$ cat src/rtl/b64sd_pkg.sv
// Shared types, constants and symbol lookup for the base64 stream decoder.
package b64sd_pkg;

	localparam int SEXTET_W  = 6;
	localparam int BUF_W     = 3 * SEXTET_W;
	localparam int MAX_BURST = 3;
	localparam logic [7:0] HIGH_PAIR = 8'hC0;

	// One decoded byte with its two flags
	typedef struct packed {
		logic [7:0] data;
		logic       run_last;
		logic       msg_end;
	} b64sd_entry_t;

	// Up to three bytes produced by one request, entry 0 first
	typedef struct packed {
		b64sd_entry_t [MAX_BURST-1:0] ent;
		logic [1:0]                   n;
	} b64sd_burst_t;

	// Symbol lookup: bit 6 set for an alphabet character, low six bits its value
	function automatic logic [SEXTET_W:0] sym_lookup(input logic [7:0] c);
		logic [SEXTET_W:0] r;
		r = '0;
		case (c) inside
			[8'h41:8'h5A]: r = {1'b1, 6'(c - 8'h41)};
			[8'h61:8'h7A]: r = {1'b1, 6'(c - 8'h61 + 8'd26)};
			[8'h30:8'h39]: r = {1'b1, 6'(c - 8'h30 + 8'd52)};
			8'h2B:         r = {1'b1, 6'd62};
			8'h2F:         r = {1'b1, 6'd63};
			default:       r = '0;
		endcase
		return r;
	endfunction

endpackage

$ cat src/rtl/base64_stream_decoder.sv
// Top level of the base64 stream decoder.
//
//  channel  dir  tdata          tuser      tlast
//  s_*      in   in_char[7:0]   -          is_last
//  m_*      out  out_byte[7:0]  run_last   message_end
//
// One character per cycle is accepted while s_tready is high: it is registered,
// decoded combinationally against the pending symbols and its zero to three bytes
// enter an output queue of DEPTH entries, which releases one byte per cycle while m_tready is high.
// s_tready drops while a registered character waits for three free queue slots.
// Reset clears the pending symbols, the input register and the queue.
module base64_stream_decoder #(
	parameter int DEPTH = 8
) (
	input  logic       clk,
	input  logic       arst_n,
	input  logic       s_tvalid,
	output logic       s_tready,
	input  logic [7:0] s_tdata,   // [7:0] in_char
	input  logic       s_tlast,
	output logic       m_tvalid,
	input  logic       m_tready,
	output logic [7:0] m_tdata,   // [7:0] out_byte
	output logic       m_tuser,   // [0] run_last
	output logic       m_tlast
);
	import b64sd_pkg::*;

	logic         valid_s1;
	logic [7:0]   char_s1;
	logic         last_s1;
	logic         space;
	logic         advance;
	b64sd_burst_t burst;
	b64sd_entry_t out_ent;

	assign advance  = valid_s1 && space;
	assign s_tready = !valid_s1 || space;

	// Input register
	always_ff @(posedge clk or negedge arst_n) begin
		if (!arst_n) begin
			valid_s1 <= 1'b0;
		end else if (s_tready) begin
			valid_s1 <= s_tvalid;
		end
	end

	always_ff @(posedge clk) begin
		if (s_tvalid && s_tready) begin
			char_s1 <= s_tdata;
			last_s1 <= s_tlast;
		end
	end

	b64sd_unpack u_unpack (
		.clk     (clk),
		.arst_n  (arst_n),
		.en      (advance),
		.in_char (char_s1),
		.is_last (last_s1),
		.burst   (burst)
	);

	b64sd_queue #(
		.DEPTH (DEPTH)
	) u_queue (
		.clk       (clk),
		.arst_n    (arst_n),
		.burst     (burst),
		.space     (space),
		.out_valid (m_tvalid),
		.out_ready (m_tready),
		.out_ent   (out_ent)
	);

	assign m_tdata = out_ent.data;
	assign m_tuser = out_ent.run_last;
	assign m_tlast = out_ent.msg_end;

endmodule

$ cat src/rtl/b64sd_unpack.sv
// Symbol gathering and byte generation for one character per cycle while en is high.
module b64sd_unpack (
	input  logic                  clk,
	input  logic                  arst_n,
	input  logic                  en,
	input  logic [7:0]            in_char,
	input  logic                  is_last,
	output b64sd_pkg::b64sd_burst_t burst
);
	import b64sd_pkg::*;

	logic [BUF_W-1:0]    buf_q, buf_nxt;
	logic [1:0]          cnt_q, cnt_nxt;
	logic [SEXTET_W:0]   sym;
	logic [SEXTET_W-1:0] v;
	logic [7:0]          bytes [MAX_BURST];
	logic [1:0]          n;

	assign sym = sym_lookup(in_char);
	assign v   = sym[SEXTET_W-1:0];

	// Next state and produced bytes
	always_comb begin
		buf_nxt  = buf_q;
		cnt_nxt  = cnt_q;
		n        = 2'd0;
		bytes[0] = '0;
		bytes[1] = '0;
		bytes[2] = '0;
		if (sym[SEXTET_W]) begin
			if (cnt_q == 2'd3) begin
				// fourth symbol completes the group
				bytes[0] = buf_q[17:10];
				bytes[1] = buf_q[9:2];
				bytes[2] = ((8'(buf_q[1:0]) << 6) & HIGH_PAIR) | {2'b00, v};
				n        = 2'd3;
				buf_nxt  = '0;
				cnt_nxt  = 2'd0;
			end else begin
				buf_nxt = {buf_q[BUF_W-SEXTET_W-1:0], v};
				cnt_nxt = cnt_q + 2'd1;
			end
		end
		if (is_last) begin
			// flush a partial group; n is zero whenever a partial group is left
			if (cnt_nxt == 2'd2) begin
				bytes[0] = buf_nxt[11:4];
				n        = 2'd1;
			end else if (cnt_nxt == 2'd3) begin
				bytes[0] = buf_nxt[17:10];
				bytes[1] = buf_nxt[9:2];
				n        = 2'd2;
			end
			buf_nxt = '0;
			cnt_nxt = 2'd0;
		end
	end

	// Pack the burst with per-byte flags
	always_comb begin
		for (int k = 0; k < MAX_BURST; k++) begin
			burst.ent[k].data     = bytes[k];
			burst.ent[k].run_last = (2'(k + 1) == n);
			burst.ent[k].msg_end  = (2'(k + 1) == n) && is_last;
		end
		burst.n = en ? n : 2'd0;
	end

	always_ff @(posedge clk or negedge arst_n) begin
		if (!arst_n) begin
			buf_q <= '0;
			cnt_q <= 2'd0;
		end else if (en) begin
			buf_q <= buf_nxt;
			cnt_q <= cnt_nxt;
		end
	end

endmodule

$ cat src/rtl/b64sd_queue.sv
// Output queue: takes up to three entries per cycle, releases one while out_ready is high.
module b64sd_queue #(
	parameter int DEPTH = 8
) (
	input  logic                    clk,
	input  logic                    arst_n,
	input  b64sd_pkg::b64sd_burst_t burst,
	output logic                    space,
	output logic                    out_valid,
	input  logic                    out_ready,
	output b64sd_pkg::b64sd_entry_t out_ent
);
	import b64sd_pkg::*;

	localparam int PTR_W = $clog2(DEPTH);
	localparam int CNT_W = $clog2(DEPTH + 1);

	b64sd_entry_t     mem_q [DEPTH];
	logic [PTR_W-1:0] head_q, tail_q;
	logic [CNT_W-1:0] count_q;
	logic [PTR_W-1:0] wr_ptr [MAX_BURST];
	logic             pop;

	function automatic logic [PTR_W-1:0] wrap_inc(input logic [PTR_W-1:0] p);
		return (p == PTR_W'(DEPTH - 1)) ? '0 : p + PTR_W'(1);
	endfunction

	assign pop       = out_valid && out_ready;
	assign out_valid = (count_q != '0);
	assign out_ent   = mem_q[head_q];
	assign space     = (count_q <= CNT_W'(DEPTH - MAX_BURST));

	// Write addresses for the burst
	always_comb begin
		wr_ptr[0] = tail_q;
		wr_ptr[1] = wrap_inc(tail_q);
		wr_ptr[2] = wrap_inc(wr_ptr[1]);
	end

	// Storage
	always_ff @(posedge clk) begin
		for (int k = 0; k < MAX_BURST; k++) begin
			if (2'(k) < burst.n)
				mem_q[wr_ptr[k]] <= burst.ent[k];
		end
	end

	// Pointers and fill count
	always_ff @(posedge clk or negedge arst_n) begin
		if (!arst_n) begin
			head_q  <= '0;
			tail_q  <= '0;
			count_q <= '0;
		end else begin
			if (pop)
				head_q <= wrap_inc(head_q);
			case (burst.n)
				2'd1:    tail_q <= wr_ptr[1];
				2'd2:    tail_q <= wr_ptr[2];
				2'd3:    tail_q <= wrap_inc(wr_ptr[2]);
				default: tail_q <= tail_q;
			endcase
			count_q <= count_q + CNT_W'(burst.n) - CNT_W'(pop);
		end
	end

endmodule

$ cat config.mk
export PLATFORM = sky130hd
export DESIGN_NAME = base64_stream_decoder
export DESIGN_NICKNAME = d
export VERILOG_FILES = /design/src/rtl/b64sd_pkg.sv /design/src/rtl/base64_stream_decoder.sv /design/src/rtl/b64sd_unpack.sv /design/src/rtl/b64sd_queue.sv
export SDC_FILE = /design/constraint.sdc
export NUM_CORES = 1
export LEC_CHECK = 0
export BUFFER_PORTS_ARGS = -buffer_cell sky130_fd_sc_hd__buf_2
export CELL_PAD_IN_SITES_DETAIL_PLACEMENT = 0
export CELL_PAD_IN_SITES_GLOBAL_PLACEMENT = 1
export CORE_AREA = 10 10 132 225
export DETAILED_ROUTE_END_ITERATION = 16
export DIE_AREA = 0 0 142 235
export GPL_ROUTABILITY_DRIVEN = 0
export HOLD_SLACK_MARGIN = 0.08
export PLACE_DENSITY = 0.66
export SLEW_MARGIN = 40
export SYNTH_ARGS = -nofsm -noshare
export SYNTH_HDL_FRONTEND = slang
export SYNTH_SLANG_ARGS = --single-unit
$ cat constraint.sdc
create_clock -name clk -period 3.7 [get_ports clk]
set_input_delay 0.555 -clock clk [delete_from_list [all_inputs] [get_ports clk]]
set_output_delay 0.555 -clock clk [all_outputs]
set_load 0.01 [all_outputs]
### Word-level counts from Yosys, hierarchy flattened

Memories as Yosys holds them, arrays and structs flattened.
Index checks and enable logic that the tools add are counted.

* bits in registers: 40
* RAM bits: 80
* bits of input ports: 13
* output and inout port bits: 12
* logic and storage cells: 97
* memories: 1

* add/subtract/negate cells: 12
* magnitude comparators: 10
* equal/unequal tests: 15
* multiplexer cells: 34
* bitwise gates (word level): 1
* reduce and logical (&&, ||, !) cells: 15

Memory list
* u_queue.mem_q: words 8, width 10, read ports 1, clocked after Yosys merged registers in 0, write ports 3, RTL line b64sd_queue.sv:18 `b64sd_entry_t mem_q [DEPTH];`

Operator list (count)
* 18-bit 2-to-1 mux: 3
* 24-bit 2-to-1 mux: 2
* 7-bit 2-to-1 mux: 5
* 16-bit 2-to-1 mux: 2
* 2-bit 2-to-1 mux: 9
* 8-bit by 6-bit == test with 1-bit output, second input constant: 2
* 8-bit by 7-bit >= comparator with 1-bit output, second input constant: 2
* 8-bit by 7-bit less-or-equal comparator with 1-bit output, second input constant: 2
* 8-bit 2-to-1 mux: 2
* 3-bit by 1-bit adder with 3-bit output, second input constant: 4
* 3-bit == test, second input constant: 4
* 3-bit 2-to-1 mux: 4
* 6-bit subtractor, second input constant: 2
* 2-bit == test, second input constant: 5
* 1-bit logical AND: 9
* 3-bit case mux with 3 select lines: 1
* 8-bit by 6-bit >= comparator with 1-bit output, second input constant: 1
* 8-bit by 6-bit less-or-equal comparator with 1-bit output, second input constant: 1
* 8-bit by 6-bit OR with 8-bit output: 1
* 6-bit by 5-bit adder with 6-bit output, second input constant: 1
* 6-bit adder, second input constant: 1
* 1-bit 2-to-1 mux: 6
* 6-bit by 1-bit subtractor with 6-bit output, second input constant: 1
* 4-bit by 2-bit adder with 4-bit output: 1
* other kinds (14): 16

### Logic depth before layout (Yosys ltp)

* word-level depth: 15
* depth in mapped cells: 16
* depth with buffers taken out: 13

### By module

Synthesis repeated with hierarchy kept, for this count alone.

* cell total of the unflattened synthesis: 706
* area total of the unflattened synthesis: 8175.3 µm²

Modules (own cells, without submodules)
* b64sd_queue: instances 1, cells each 461, area each 5936.9 µm², sequential area each 2652.5 µm²
* b64sd_unpack: instances 1, cells each 231, area each 1908.1 µm², sequential area each 500.5 µm²
* base64_stream_decoder: instances 1, cells each 14, area each 330.3 µm², sequential area each 295.3 µm²

### Worst setup path after synthesis

No wires, ideal clock.

* path kind: flip-flop to flip-flop
* start: register char_s1[1]
* end: register u_queue.count_q[2]
* library setup time: 123 ps
* data arrival time: 3396 ps
* path slack: 182 ps
* cell stages (with the launch flop): 16
* path buffers: 3
* clock period less this slack: 3518 ps
* path through: edfxtp_1 -> clkbuf_1 -> inv_1 -> ha_1 -> nand4bb_4 -> and3b_1 -> o21a_1 -> buf_6 -> or4_4 -> buf_6 -> a21o_1 -> ha_1 -> inv_1 -> ha_1 -> fa_1 -> xor2_1

* cells in the longest elaborated chain, start to end: 14
* elaborated cells on any way between the ends: 26
* classes of those cells: add/sub (2); order compare (6); eq/ne (4); mux (11); reduce/logical (3)

Ends and longest elaborated chain
* start, declared: RTL line base64_stream_decoder.sv:30 `logic [7:0] char_s1;`
* start signal, assigned: RTL line base64_stream_decoder.sv:51 `char_s1 <= s_tdata;`
* parallel branches: the longest is 5 deep, another holds 8-bit by 6-bit >= comparator with 1-bit output
* 7-bit 2-to-1 mux (*): RTL line b64sd_pkg.sv:26 `case (c) inside`
* 2-bit 2-to-1 mux: RTL line b64sd_unpack.sv:30 `if (sym[SEXTET_W]) begin`
* 2-bit == test: RTL line b64sd_unpack.sv:49 `end else if (cnt_nxt == 2'd3) begin`
* 2-bit 2-to-1 mux: RTL line b64sd_unpack.sv:49
* 2-bit 2-to-1 mux: RTL line b64sd_unpack.sv:46 `if (cnt_nxt == 2'd2) begin`
* 2-bit 2-to-1 mux (*): RTL line b64sd_unpack.sv:44 `if (is_last) begin`
* 2-bit 2-to-1 mux (*): RTL line b64sd_unpack.sv:66 `burst.n = en ? n : 2'd0;`
* 4-bit by 2-bit adder with 4-bit output (*): RTL line b64sd_queue.sv:63 `count_q <= count_q + CNT_W'(burst.n) - CNT_W'(pop);`
* 4-bit by 1-bit subtractor with 4-bit output (*): RTL line b64sd_queue.sv:63
* end signal, assigned: RTL line b64sd_queue.sv:63
* end, declared: RTL line b64sd_queue.sv:20 `logic [CNT_W-1:0] count_q;`

Every way passes the cells marked *.
A chain may end at the register's enable or synchronous reset.

==> results_dict.tcl <==
set metrics [dict create \
    finalMaxSlewViolations 0 \
    ant_nets 0 \
    leakage_uw 0.00341 \
    dr.pass1.iters 8 \
    portBuffers 24 \
    h-tree-depth 4 \
    ys_ff_latch 120 \
    syn_to_final_growth_pct 18.7 \
    timing.rr.start "char_s1[2]" \
    cts_buffers 17 \
    worst_ir_drop_vdd_v 0.000274 \
    dr_total_vias 6567 \
    dpl-instance-area_mm2 0.00847 \
    die_area_mm2 0.0334 \
    synth_compound_area_frac 0.244 \
    routed_via_density 5.97 \
    seq_area_frac_synth 0.450 \
    worst-path-max-fanout 9 \
    final_area_mm2 0.00910 \
    drive_gt1_frac 0.235 \
    drt_iter0_markers 544 \
    cts_tree "yes" \
    syn_nets 749 \
    die_x_um 142 \
    critPathLaunch "char_s1[2]" \
    fin_crit_sh 0.942 \
    synth_edf_count 89 \
    worst_setup_path_end_kind "flop" \
    clk_path_buf_depth 2 \
    synth_mux_area_frac 0.0779 \
    critPathArrivalTime_ns 3.66 \
    clk_latency_ns 0.45 \
    synth_xor_area_frac 0.00914 \
    grt_max_degree 32 \
    tns_ns 0 \
    grt_overflow 0 \
    hp-class "primary input to flop" \
    antenna_cells 0 \
    ctsResizeCount 0 \
    yosysWarningCount 0 \
    min_period_ns 3.48 \
    required_ns 3.88 \
    status "finished, final reports clean" \
    cap_violations 0 \
    dp_hpwl_mm 20.1 \
    grt_pass1_vias 6694 \
    skew_ns 0.0146 \
    ys_types 76 \
    wirelength_mm 25.9 \
    path_class "flop to flop" \
    route.detailed.drc 0 \
    synthAdderAreaFrac 0.0434 \
    clockRootBuffer "clkbuf_16" \
    hold_viol_final 0 \
    synth_area_mm2 0.00767 \
    tightest_slew_ns 0.851 \
    row_count 78 \
    coreArea_mm2 0.0258 \
    grt_setup_unrepaired "no" \
    async_flop_share 0.258 \
    max_slew_margin 0.430 \
    cts.clk_slew.worst_paths_ns 0.06 \
    track_usage 0.154 \
    initial_core_util 0.298 \
    clock-sinks 120 \
    synthSimpleGateAreaFrac 0.128 \
    synth.avg_cell_area_um2 10.8 \
    synth_cells 710 \
    grt_pass1_wl_mm 39.1 \
    nets 806 \
    synth_flop_cell "edfxtp_1" \
    synth_top_family_by_area "compound AO/OA/AOI/OAI gates" \
    die_h_um 235 \
    wl_per_cell_um 23.6 \
    startpoint_type "flop" \
    min-delay-start "s_tdata[3]" \
    grt_antenna_before_repair 0 \
    powerDensity_mw_per_mm2 692 \
    setup_viol 0 \
    max_freq_mhz 287 \
    io_pins 25 \
]
[cell usage after synthesis, types with 3 or more instances]
master	instances	share of area
o32ai_1	24	0.027
ha_1	25	0.041
a21o_1	6	0.0059
or3_1	3	0.0024
o22ai_1	26	0.021
a221oi_1	22	0.025
a21oi_1	38	0.025
nand3_1	21	0.014
nand4_1	9	0.0073
clkbuf_1	33	0.016
nor4_1	3	0.0024
buf_2	16	0.010
and3_1	7	0.0057
a31o_1	4	0.0046
and2_0	3	0.0024
a21boi_1	5	0.0049
a22o_1	3	0.0034
dfrtp_1	31	0.10
and2_1	16	0.013
o211ai_1	18	0.018
o21ai_1	4	0.0026
a22oi_1	15	0.015
edfxtp_1	89	0.35
a222oi_1	4	0.0052
mux2_2	13	0.019
a21bo_1	3	0.0039
buf_4	3	0.0029
xor2_1	6	0.0069
buf_6	3	0.0044
nor2b_1	4	0.0033
nand2_1	51	0.025
nor3_1	21	0.014
mux4_2	20	0.059
inv_1	25	0.012
o21a_1	9	0.0088
a32oi_1	3	0.0034
nand2b_1	3	0.0024
nor2_1	32	0.016
buf_1	3	0.0015
a31oi_1	23	0.019
o21ai_0	18	0.012
[through the flow]
step / worst slack [ns] / utilization / total power [uW] / hold WS [ns] / std cells
after floorplan: 0.182 / - / 3740 / 0.259 / 710
after global placement: 0.301 / 0.328 / 4680 / 0.494 / 1065
after global routing: 0.0257 / 0.353 / 6660 / 0.281 / 1100
after detailed placement: 0.229 / 0.329 / 4700 / 0.503 / 1065
after CTS: 0.214 / 0.351 / 6340 / 0.197 / 1097
final: 0.216 / 0.353 / 6290 / 0.282 / 1100
[state kept, by name (all words and copies together), names as in the netlist]
signal,cells
valid_s1,1
u_unpack.buf_q,18
char_s1,8
u_queue.mem_q,80
u_unpack.cnt_q,2
u_queue.tail_q,3
u_queue.head_q,3
u_queue.count_q,4
last_s1,1
[cells in the final DEF (no fill, tap or decap), types with 23 or more instances in the layout]
cell type / n
o32ai_1: 24
dfrtp_1: 31
ha_1: 25
buf_2: 24
o22ai_1: 26
nor2_1: 32
buf_4: 68
a31oi_1: 23
a21oi_1: 38
inv_1: 25
nand2_1: 51
edfxtp_1: 89
[power by group]
part,leakage [uW],switching (uW),internal (uW),total (uW)
Combinational,0.00194,1560,1070,2630
Sequential,0.00119,269,1760,2030
Clock,0.000281,637,992,1630
[area by class of cell]
| type | count | area, um^2 |
|---|---|---|
| clock buffer | 18 | 429 |
| clock inverter | 14 | 151 |
| fill | 2667 | 16700 |
| inverter | 25 | 93.8 |
| multi-input combinational | 507 | 3870 |
| sequential | 120 | 3450 |
| tap | 320 | 400 |
| timing repair buffer | 96 | 708 |
[layer usage]
| layer | wire, um | GRT usage |
|---|---|---|
| met4 | 1620 | 0.106 |
| met1 | 8360 | 0.134 |
| met3 | 916 | 0.0291 |
| met2 | 15000 | 0.299 |
| met5 | 0 | 0 |
[timing repair]
| item | CTS | global route |
|---|---|---|
| endpoints found under the setup margin | 0 | 1 |
| buffers inserted | 0 | 1 |
| hold endpoints to repair | 0 | 10 |
| hold buffers | 0 | 1 |
[critical path: stages (launching register included)]
cell and delay (ns):
edfxtp_1 0.42, buf_4 0.19, ha_1 0.27, a21o_1 0.19, o2111ai_1 0.13, o21a_1 0.22, o21ai_1 0.29, buf_4 0.27
o211ai_1 0.68, nor2_1 0.11, a221oi_1 0.43
[cell families after synthesis]
group | count (synthesis)
mux | 33
buf+inv | 83
compound gates | 252
xor+xnor | 8
fa+ha+maj | 26
flops | 120
simple gates | 188
[final timing paths]
kind / endpoint / slack (ns) / cells after the start
max: u_queue.mem_q[3][8] / 0.22 / 10
min: char_s1[3] / 0.28 / 1
max reg2reg: u_queue.mem_q[3][8] / 0.22 / 10
min reg2reg: u_unpack.buf_q[15] / 0.52 / 2
max in group asynchronous: u_unpack.buf_q[8] / 2.75 / 3
min in group asynchronous: valid_s1 / 0.52 / 2
(Power assumes the default switching activity.)
